## src/design/aes3bm_pkg.sv

```systemverilog
package aes3bm_pkg;

    localparam int SLOT_W  = 28;
    localparam int PRE_W   = 8;
    localparam int CELLS_W = PRE_W + 2 * SLOT_W;

    // Preamble codes reported with each subframe
    typedef enum logic [1:0] {
        PRE_KIND_Z = 2'd0,
        PRE_KIND_X = 2'd1,
        PRE_KIND_Y = 2'd2
    } pre_kind_t;

    // Preamble cell patterns for a line sitting low, first cell in the MSB
    localparam logic [PRE_W-1:0] PRE_Z_CELLS = 8'b1110_1000;
    localparam logic [PRE_W-1:0] PRE_X_CELLS = 8'b1110_0010;
    localparam logic [PRE_W-1:0] PRE_Y_CELLS = 8'b1110_0100;

    // Line state that one subframe starts from
    typedef struct packed {
        logic      level;
        pre_kind_t kind;
    } sf_ctx_t;

    function automatic logic [PRE_W-1:0] preamble_cells(input pre_kind_t kind,
                                                       input logic level);
        logic [PRE_W-1:0] pat;
        begin
            unique case (kind)
                PRE_KIND_Z: pat = PRE_Z_CELLS;
                PRE_KIND_X: pat = PRE_X_CELLS;
                PRE_KIND_Y: pat = PRE_Y_CELLS;
                default:    pat = PRE_Z_CELLS;
            endcase
            // invert when the line sits high
            return level ? ~pat : pat;
        end
    endfunction

endpackage

```

## src/design/aes3_subframe_biphase_encoder_top.sv

```systemverilog
// A subframe accepted on the slave side is registered in the input stage, then in
// the result register, from which it is offered on the master side.
// Throughput: one subframe per cycle while m_axis_tready holds; the line level and
// block counter update in the accept cycle, so back-to-back subframes never wait
// on each other.
// Reset (rst_n low, asynchronous): line level low, block counter at the Z preamble,
// both pipeline stages empty.
module aes3_subframe_biphase_encoder_top
    import aes3bm_pkg::*;
#(
    parameter int SUBFRAMES_PER_BLOCK = 384
)
(
    input  logic        clk,
    input  logic        rst_n,

    input  logic        s_axis_tvalid,
    output logic        s_axis_tready,
    input  logic [31:0] s_axis_tdata,   // [27:0] slot_bits, [31:28] zero

    output logic        m_axis_tvalid,
    input  logic        m_axis_tready,
    output logic [63:0] m_axis_tdata,   // [63:0] cells
    output logic [1:0]  m_axis_tuser    // [1:0] preamble_kind
);

    localparam int CNT_W = $clog2(SUBFRAMES_PER_BLOCK);

    // Handshake control
    logic              in_xact;
    logic              s1_adv;

    // Input stage: slot bits plus the line context they start from
    logic              s1_valid_reg;
    logic              s1_valid_next;
    logic [SLOT_W-1:0] s1_data_reg;
    sf_ctx_t           s1_ctx_reg;

    // Result stage
    logic               m_valid_reg;
    logic               m_valid_next;
    logic [CELLS_W-1:0] cells_reg;
    pre_kind_t          kind_reg;

    sf_ctx_t            cur_ctx;
    logic [CELLS_W-1:0] enc_cells;
    logic [SLOT_W-1:0]  in_slots;

    assign in_slots = s_axis_tdata[SLOT_W-1:0];

    // Advance the input stage whenever the result register is free or being
    // drained; take a new transaction whenever the input stage can advance.
    assign s1_adv        = !m_valid_reg || m_axis_tready;
    assign s_axis_tready = !s1_valid_reg || s1_adv;
    assign in_xact       = s_axis_tvalid && s_axis_tready;

    // Line level and block position, stepped once per accepted subframe
    aes3bm_tracker #(
        .SUBFRAMES_PER_BLOCK (SUBFRAMES_PER_BLOCK),
        .CNT_W               (CNT_W)
    ) u_tracker (
        .clk         (clk),
        .rst_n       (rst_n),
        .advance     (in_xact),
        .slot_parity (^in_slots),
        .ctx         (cur_ctx)
    );

    // Biphase-mark expansion of the held subframe
    aes3bm_cell_enc u_cell_enc (
        .slot_bits (s1_data_reg),
        .ctx       (s1_ctx_reg),
        .cells     (enc_cells)
    );

    always_comb
    begin
        s1_valid_next = s1_valid_reg;
        if (in_xact)
            s1_valid_next = 1'b1;
        else if (s1_adv)
            s1_valid_next = 1'b0;

        m_valid_next = m_valid_reg;
        if (s1_adv)
            m_valid_next = s1_valid_reg;
    end

    always_ff @(posedge clk or negedge rst_n)
    begin
        if (!rst_n)
        begin
            s1_valid_reg <= 1'b0;
            m_valid_reg  <= 1'b0;
        end
        else
        begin
            s1_valid_reg <= s1_valid_next;
            m_valid_reg  <= m_valid_next;
        end
    end

    // Payload registers: capture on transaction, hold otherwise
    always_ff @(posedge clk)
    begin
        if (in_xact)
        begin
            s1_data_reg <= in_slots;
            s1_ctx_reg  <= cur_ctx;
        end
        if (s1_adv && s1_valid_reg)
        begin
            cells_reg <= enc_cells;
            kind_reg  <= s1_ctx_reg.kind;
        end
    end

    assign m_axis_tvalid = m_valid_reg;
    assign m_axis_tdata  = cells_reg;
    assign m_axis_tuser  = kind_reg;

    // A stalled result with a full input stage must block new transactions
    a_backpressure: assert property (@(posedge clk) disable iff (!rst_n)
        (s1_valid_reg && m_valid_reg && !m_axis_tready) |-> !s_axis_tready)
        else $error("input taken while both stages are full");

    // A subframe in the input stage moves to the result register when it frees
    a_stage_move: assert property (@(posedge clk) disable iff (!rst_n)
        (s1_valid_reg && s1_adv) |=> m_valid_reg)
        else $error("subframe dropped between stages");

endmodule

```

## src/design/aes3bm_tracker.sv

```systemverilog
module aes3bm_tracker
    import aes3bm_pkg::*;
#(
    parameter int SUBFRAMES_PER_BLOCK = 384,
    parameter int CNT_W               = 9
)
(
    input  logic    clk,
    input  logic    rst_n,
    input  logic    advance,
    input  logic    slot_parity,
    output sf_ctx_t ctx
);

    logic [CNT_W-1:0] count_reg;
    logic [CNT_W-1:0] count_next;
    logic             level_reg;
    logic             level_next;
    logic             last_in_block;

    assign last_in_block = (count_reg == CNT_W'(SUBFRAMES_PER_BLOCK - 1));

    always_comb
    begin
        count_next = count_reg;
        level_next = level_reg;
        if (advance)
        begin
            count_next = last_in_block ? '0 : count_reg + 1'b1;
            // 28 slots give an even number of clock transitions, so only
            // the ones move the line level at the end of the subframe
            level_next = level_reg ^ slot_parity;
        end
    end

    always_ff @(posedge clk or negedge rst_n)
    begin
        if (!rst_n)
        begin
            count_reg <= '0;
            level_reg <= 1'b0;
        end
        else
        begin
            count_reg <= count_next;
            level_reg <= level_next;
        end
    end

    always_comb
    begin
        ctx.level = level_reg;
        if (count_reg == '0)
            ctx.kind = PRE_KIND_Z;
        else if (count_reg[0])
            ctx.kind = PRE_KIND_Y;
        else
            ctx.kind = PRE_KIND_X;
    end

    a_count_range: assert property (@(posedge clk) disable iff (!rst_n)
        count_reg <= CNT_W'(SUBFRAMES_PER_BLOCK - 1))
        else $error("subframe count past block end");

    a_count_wrap: assert property (@(posedge clk) disable iff (!rst_n)
        (advance && last_in_block) |=> (count_reg == '0))
        else $error("subframe count failed to wrap");

    a_level_hold: assert property (@(posedge clk) disable iff (!rst_n)
        !advance |=> $stable(level_reg))
        else $error("line level moved without a subframe");

endmodule

```

## src/design/aes3bm_cell_enc.sv

```systemverilog
module aes3bm_cell_enc
    import aes3bm_pkg::*;
(
    input  logic [SLOT_W-1:0]  slot_bits,
    input  sf_ctx_t            ctx,
    output logic [CELLS_W-1:0] cells
);

    logic [SLOT_W-1:0] lvl_before;

    // Level ahead of each slot: start level, flipped once per earlier slot
    // and once more per earlier one
    always_comb
    begin
        for (int k = 0; k < SLOT_W; k++)
        begin
            lvl_before[k] = ctx.level ^ 1'((SLOT_W - 1 - k) & 1)
                            ^ (^(slot_bits >> (k + 1)));
        end
    end

    always_comb
    begin
        cells[CELLS_W-1 -: PRE_W] = preamble_cells(ctx.kind, ctx.level);
        for (int k = 0; k < SLOT_W; k++)
        begin
            cells[2 * k + 1] = ~lvl_before[k];
            cells[2 * k]     = ~lvl_before[k] ^ slot_bits[k];
        end
    end

endmodule
```

## config.mk

```make
export PLATFORM = sky130hd
export DESIGN_NAME = aes3_subframe_biphase_encoder_top
export DESIGN_NICKNAME = d
export VERILOG_FILES = /design/src/design/aes3bm_pkg.sv /design/src/design/aes3_subframe_biphase_encoder_top.sv /design/src/design/aes3bm_tracker.sv /design/src/design/aes3bm_cell_enc.sv
export SDC_FILE = /design/constraint.sdc
export NUM_CORES = 1
export LEC_CHECK = 0
export BUFFER_PORTS_ARGS = -buffer_cell sky130_fd_sc_hd__buf_2
export CORE_UTILIZATION = 34
export DETAILED_ROUTE_END_ITERATION = 7
export GPL_ROUTABILITY_DRIVEN = 0
export PLACE_DENSITY = 0.65
export SLEW_MARGIN = 10
export SYNTH_ARGS = -nofsm -noshare
export SYNTH_HDL_FRONTEND = slang
export SYNTH_SLANG_ARGS = --single-unit
```

## constraint.sdc

```tcl
create_clock -name clk -period 6.77 [get_ports clk]
set_clock_uncertainty 0.05 [all_clocks]
set_input_delay 1.354 -clock clk [delete_from_list [all_inputs] [get_ports clk]]
set_output_delay 1.354 -clock clk [all_outputs]
set_load 0.1 [all_outputs]
```

Word level (Yosys, flattened, before mapping)
Index checks and enable logic that the tools add are counted.
{ "word_totals": {"out_inout_bits": 68, "ff_bits": 109, "wordCells": 140} }
{ "op_classes": {"n_eq_ne": 3, "n_addsub": 1, "reduce_logical": 36, "muxes": 6, "n_bitwise": 85} }
{ "ops": {"columns": ["op", "n"], "rows": [
  ["28-bit parity", 28],
  ["1-bit bitwise XOR", 56],
  ["1-bit NOT", 28],
  ["9-bit by 1-bit adder with 9-bit output (second input constant)", 1],
  ["9-bit == test (second input constant)", 1],
  ["9-bit zero test", 1],
  ["9-bit two-way mux", 1],
  ["8-bit two-way mux", 1],
  ["8-bit NOT", 1],
  ["4-bit case mux with 2 select lines", 1],
  ["2-bit by 1-bit == test with 1-bit output (second input constant)", 1],
  ["2-bit == test (second input constant)", 1],
  ["1-bit logical AND", 2],
  ["1-bit zero test", 2],
  ["1-bit logical OR", 2],
  ["1-bit two-way mux", 2],
  ["2-bit two-way mux", 1],
  ["2-bit nonzero test", 1]
]} }

Depth between registers and ports, before layout
Gate-level depths: netlist of the first run.
{ "depth": {"ltp_word": 5, "depth_mapped": 10, "depth_no_buf": 9} }

Modules after synthesis
From an unflattened synthesis of the first run, not the netlist that was laid out.
{ "hier_totals": {"cells_unflattened": 285, "area_unflattened_um2": 4835.9} }
{ "modules_own_cells": {"columns": ["mod", "n_inst", "cells_each", "seq_area_each_um2", "area_per_inst_um2"], "rows": [
  ["aes3_subframe_biphase_encoder_top", 1, 130, 2962.8, 3255.6],
  ["aes3bm_cell_enc", 1, 97, 0.0, 977.2],
  ["aes3bm_tracker", 1, 58, 250.2, 603.1]
]} }

Worst setup path before layout of the first run
OpenSTA, ideal clock, no wires.
{ "synth_timing": {"kind": "in2reg", "start": "input port m_axis_tready", "end": "register u_tracker.count_reg[8]", "t_required_ps": 6654, "stages": 6, "n_path_buf": 0, "setup_slack_ps": 2599, "arrival_time_ps": 4056, "setup_time_ps": 66, "path_cell_list": "nand3b_1 > nand2_1 > inv_1 > nand2_1 > or4b_2 > nand2_1"} }
{ "synth_via": {"elab_chain_cells": 3} }
{ "synth_rtl": {"columns": ["element", "line_no", "rtl"], "rows": [
  ["from (decl)", "aes3_subframe_biphase_encoder_top.sv:22", "input logic m_axis_tready,"],
  ["1-bit logical OR", "aes3_subframe_biphase_encoder_top.sv:53", "assign s1_adv = !m_valid_reg || m_axis_tready;"],
  ["1-bit logical OR", "aes3_subframe_biphase_encoder_top.sv:54", "assign s_axis_tready = !s1_valid_reg || s1_adv;"],
  ["1-bit logical AND", "aes3_subframe_biphase_encoder_top.sv:55", "assign in_xact = s_axis_tvalid && s_axis_tready;"],
  ["named net in_xact", "aes3_subframe_biphase_encoder_top.sv:30", "logic in_xact;"],
  ["to (signal assigned)", "aes3bm_tracker.sv:45", "count_reg <= count_next;"],
  ["to (decl)", "aes3bm_tracker.sv:15", "logic [CNT_W-1:0] count_reg;"]
]} }
The timed path passes the listed nets, and every way through them passes these cells.
A chain may end at the register's enable or synchronous reset.

Worst setup path after layout of the first run
{ "layout_timing": {"start": "input port m_axis_tready", "end": "output port s_axis_tready"} }
{ "layout_via": {"elab_chain_cells": 2} }
{ "layout_rtl": {"columns": ["element", "line_no", "rtl"], "rows": [
  ["1-bit logical OR", "aes3_subframe_biphase_encoder_top.sv:53", null],
  ["1-bit logical OR", "aes3_subframe_biphase_encoder_top.sv:54", null],
  ["to (decl)", "aes3_subframe_biphase_encoder_top.sv:18", "output logic s_axis_tready,"]
]} }
No other way between the ends.

==> results.cfg, run 1 <==
[global_route]
grt_pass1_vias = 2209
grt.overflow.total = 0
track_usage = 0.112
grt_start_max_net_pins = 65
grt_pass1_wl_um = 10900
antenna_found_initial = 0

[logic_synthesis]
synth_top_area_frac = 0.637
ys_seq_area_frac = 0.704
ys_ff_latch = 107
synth_cells = 270
synth_area_mm2 = 0.00448
syn_nets = 310
ys_warn_count = 0
synthDistinctLibCells = 35
synthTopCellsByArea = edfxtp_1 (64%), xnor2_1 (9.0%), dfrtp_1 (6.7%)
synth_area_per_cell_um2 = 16.6
post-synth-top-area-cell = edfxtp_1

[cells_and_area]
layoutNonFillerInstCount = 554
post-route-cell-area_mm2 = 0.00546
nets = 417
drive_gt1_frac = 0.330
syn2layout_area_growth_pct = 21.8
largest_register_ffs = 62
mostFrequentLayoutCell = buf_2
final_cell_mix = buf_2 (99), edfxtp_1 (95), xnor2_1 (46)
postLayoutCoreUtil = 0.429
diodes = 0

[hold_path]
hold_path_class = reg2reg

[detailed_routing]
vias = 2278
drc = 0
drtAntennaViolNets = 0
dr.pass1.iters = 4
finalWirelength_um = 7130
routedWlPerCell_um = 12.9
drt_iter0_drc = 109
viasPerCell = 4.11

[clock_tree]
cts_setup_buffers = 0
cts_buffers = 9
clock_sinks = 107
cts_tree = yes
post_cts_resized = 0
ctsHoldBuffers = 0
clk_path_buf_depth = 2
cts_root_buf = clkbuf_16
insertion_delay_ns = 0.35
htreeDepth = 3
clk_pin_slew_ns = 0.07

[setup_path]
cp_max_fo = 3
crit_type = in2out
rr_startpoint = s1_ctx_reg[2]
r2r-end = m_axis_tdata[0]
required_ns = 5.37
cp_cell_sequence = buf_2, nand3b_1, buf_2
crit_top_cell = buf_2
crit_end = s_axis_tready
cp-startpoint = m_axis_tready
crit_path_start_kind = input pin
endpoint_kind = output port
r2r_cells = 8
r2r_setup_slack_ns = 3.53
cpPeakStageDelay_ns = 0.44
path_delay_family = buffers and inverters
arrival_ns = 2.00
worstSetupPathDepth = 3
cp_slowest_cell = buf_2
worst-path-buf-inv = 2

[placement]
port_buffers = 99
hpwl_um = 5170
placed_area_mm2 = 0.00517
place_inst = 538

[floorplanning]
die_y_um = 117
ios = 104
row_count = 41
die-area_mm2 = 0.0136
die_x_um = 117
start_util = 0.352
core_area_mm2 = 0.0127

[run]
drv_cap = 0

[sta]
min_period_ns = 3.41
max-slew-margin-rel = 0.464
final.setup.tns_ns = 0
setup_viol = 0
hold_violations = 0
rsz0062_at_grt = false
maxSlewViolCount = 0
max_freq_mhz = 293
fin_crit_sh = 0.503
tightest_slew_ns = 0.804

[status]
run_status = completed
## per-layer routing
metal,global-route usage,routed length (um),up-vias
met3,0.0280,312,13
li1,-,-,1141
met4,0.0759,193,0
met5,0,0,-
met1,0.133,3130,1066
met2,0.181,3490,58
## cells in the mapped netlist
library cell,n
xor2_1,27
nand3b_1,1
or4b_2,1
dfrtp_1,12
o22ai_1,1
nand3_1,3
and3_1,1
nand2b_1,4
and2_1,1
o31ai_1,1
inv_1,29
o41ai_1,1
nor4_1,1
inv_4,1
o21ai_0,4
xnor2_4,3
xnor3_2,1
inv_2,1
nor2_1,1
xnor3_1,5
mux2_2,1
ha_1,4
buf_4,2
a21oi_1,3
clkbuf_1,2
nor4b_1,1
xnor2_1,46
edfxtp_1,95
buf_6,1
nand4_1,1
nand2_1,9
a31oi_1,2
xnor2_2,1
nor3_1,2
xor2_4,1
## metrics by stage
stage / hold WS, ns / setup slack [ns]
floorplan: 0.391 / 2.60
global placement: 0.407 / 3.37
detailed placement: 0.405 / 3.35
CTS: 0.420 / 3.35
global route: 0.436 / 3.27
finish: 0.421 / 3.36
## area by class of cell
cell class	instances	area, um^2
Fill cell	1202	7270
Clock buffer	10	229
Inverter	31	119
Timing Repair Buffer	101	510
Multi-Input combinational cell	127	1170
Clock inverter	6	56.3
Tap cell	172	215
Sequential cell	107	3150
## worst min path at each step
stage / from / endpoint / slack, ns / cells after the start
after floorplan: u_tracker.level_reg / u_tracker.level_reg / 0.39 / 1
after global placement: u_tracker.level_reg / s1_ctx_reg[2] / 0.41 / 0
after detailed placement: u_tracker.level_reg / s1_ctx_reg[2] / 0.41 / 0
after CTS: u_tracker.level_reg / s1_ctx_reg[2] / 0.42 / 0
after global routing: u_tracker.level_reg / s1_ctx_reg[2] / 0.44 / 0
final: u_tracker.level_reg / s1_ctx_reg[2] / 0.42 / 0
## worst reg2reg max path, delay by kind of cell, from the launching register on
kind | cells | cell delay [ns]
XOR/XNOR | 7 | 2.32
flip-flops | 1 | 0.54
buffers and inverters | 1 | 0.09
## kinds of logic (layout without fill, tap and decap cells)
group	count (synthesis)	count (layout)	share of synthesized area
XOR/XNOR	84	84	0.201
adder cells (fa/ha/maj)	4	4	0.0112
flip-flops	107	107	0.704
AND/OR/NAND/NOR	26	26	0.0310
AO/OA/AOI/OAI	12	12	0.0156
buffers and inverters	36	148	0.0341
multiplexers	1	1	0.00251
Power of run 1 is left out: the tool's default activity adds up to more than one toggle a clock period on the data nets, which glitch-free logic cannot reach.
==> run 2: changes to the inputs <==
PLACE_DENSITY = 0.67   (was 0.65)
clock period = 3.1 ns   (was 6.77 ns; I/O delays follow)
==> run 2 against run 1 <==
Compared with the run above: largest cell class unchanged; first-iteration DRC count is 0.92% higher; sequential cell count stayed put; sequential share of layout area is 0.18 points lower; global-route usage is 0.18 points lower; worst setup slack worse by 3.1 ns.
==> results.cfg, run 2 (synthesized netlist as in run 1, its figures left out) <==
[sta]
final.setup.tns_ns = 0
max-slew-margin-rel = 0.575
setup_ws_ns = 0.310
setup_viol = 0
hold_violations = 0
min_period_ns = 2.79
fin_crit_sh = 0.900
max_freq_mhz = 358
rsz0062_at_grt = false
tightest_slew_ns = 0.638
maxSlewViolCount = 0

[detailed_routing]
top_layer = met4
wl_met2_um = 3640
viasPerCell = 4.11
wl_met3_um = 351
dr.pass1.iters = 4
drt_iter0_drc = 110
vias = 2295
m1WireLength_um = 3030
finalWirelength_um = 7200
drc = 0
routedWlPerCell_um = 12.9
drtAntennaViolNets = 0

[setup_path]
cpPeakStageDelay_ns = 0.48
crit_path_start_kind = register
cp_cell_sequence = xnor3_2, xnor2_4, xnor2_2, xnor2_4, inv_4, xnor2_4, buf_4, xor2_1, inv_1
r2r_cells = 9
cp_slowest_cell = xnor3_2
crit_type = reg2reg
rr_startpoint = s1_data_reg[27]
cp-startpoint = s1_data_reg[27]
endpoint_kind = register
crit_end = m_axis_tdata[7]
worst-path-buf-inv = 3
path_delay_family = XOR/XNOR gates
cp_max_fo = 6
required_ns = 3.15
worstSetupPathDepth = 9
crit_top_cell = xnor2_4
r2r_setup_slack_ns = 0.31
r2r-end = m_axis_tdata[7]
arrival_ns = 2.84

[global_route]
grt.overflow.total = 0
track_usage = 0.111
antenna_found_initial = 0
grt_pass1_vias = 2177
grt_start_max_net_pins = 27
grt_pass1_wl_um = 10700

[floorplanning]
ios = 104
row_count = 41
die-area_mm2 = 0.0136
core_area_mm2 = 0.0127
die_x_um = 117
die_y_um = 117
start_util = 0.352

[cells_and_area]
largest_register_ffs = 62
post-route-cell-area_mm2 = 0.00548
final_cell_mix = buf_2 (99), edfxtp_1 (95), xnor2_1 (46)
drive_gt1_frac = 0.345
syn2layout_area_growth_pct = 22.4
diodes = 0
mostFrequentLayoutCell = buf_2
fill_cells = 1200
nets = 421

[clock_tree]
clk_pin_slew_ns = 0.07
htreeDepth = 3
cts_setup_buffers = 0
clk_path_buf_depth = 2
cts_root_buf = clkbuf_16
post_cts_resized = 0
insertion_delay_ns = 0.35
ctsHoldBuffers = 0
clock_sinks = 107
cts_tree = yes
cts_buffers = 9

[status]
run_status = completed

[hold_path]
hold_path_class = in2async

[placement]
hpwl_um = 5360
pre_cts_ws_ns = 0.272
port_buffers = 99
placed_area_mm2 = 0.00521

[run]
drv_cap = 0
run 2: per-layer routing:
layer  track usage  vias to the layer above
met5             0                        -
met1         0.128                     1077
met4        0.0684                        0
met2         0.183                       60
met3        0.0296                       13
li1              -                     1145
run 2: per-stage QoR:
| step | std cells | utilization | hold WS, ns |
|---|---|---|---|
| CTS | 558 | 0.431 | 0.0795 |
| global route | 558 | 0.431 | 0.102 |
| detailed placement | 542 | 0.410 | 0.420 |
| floorplan | 270 | - | 0.274 |
| global placement | 542 | 0.410 | 0.413 |
| finish | 558 | 0.431 | 0.0863 |
run 2: worst min-delay path by stage:
stage | startpoint | endpoint | slack (ns) | cells past startpoint
6_report | rst_n | m_axis_tvalid | 0.09 | 1
3_5_place_dp | u_tracker.level_reg | s1_ctx_reg[2] | 0.42 | 0
3_3_place_gp | s1_valid_reg | m_axis_tvalid | 0.41 | 1
4_1_cts | rst_n | m_axis_tvalid | 0.08 | 1
5_1_grt | rst_n | m_axis_tvalid | 0.10 | 1
2_1_floorplan | rst_n | s1_valid_reg | 0.27 | 0
run 2: cell type report:
class	instances	area, um^2	share of cell area
clock buffers	9	225	0.0411
well taps	172	215	0.0393
inverters	31	123	0.0224
multi-input cells	127	1180	0.215
repair buffers	105	541	0.0986
clock inverters	7	43.8	0.00799
flip-flops and latches	107	3160	0.576
Power of run 2 is left out for the same reason.
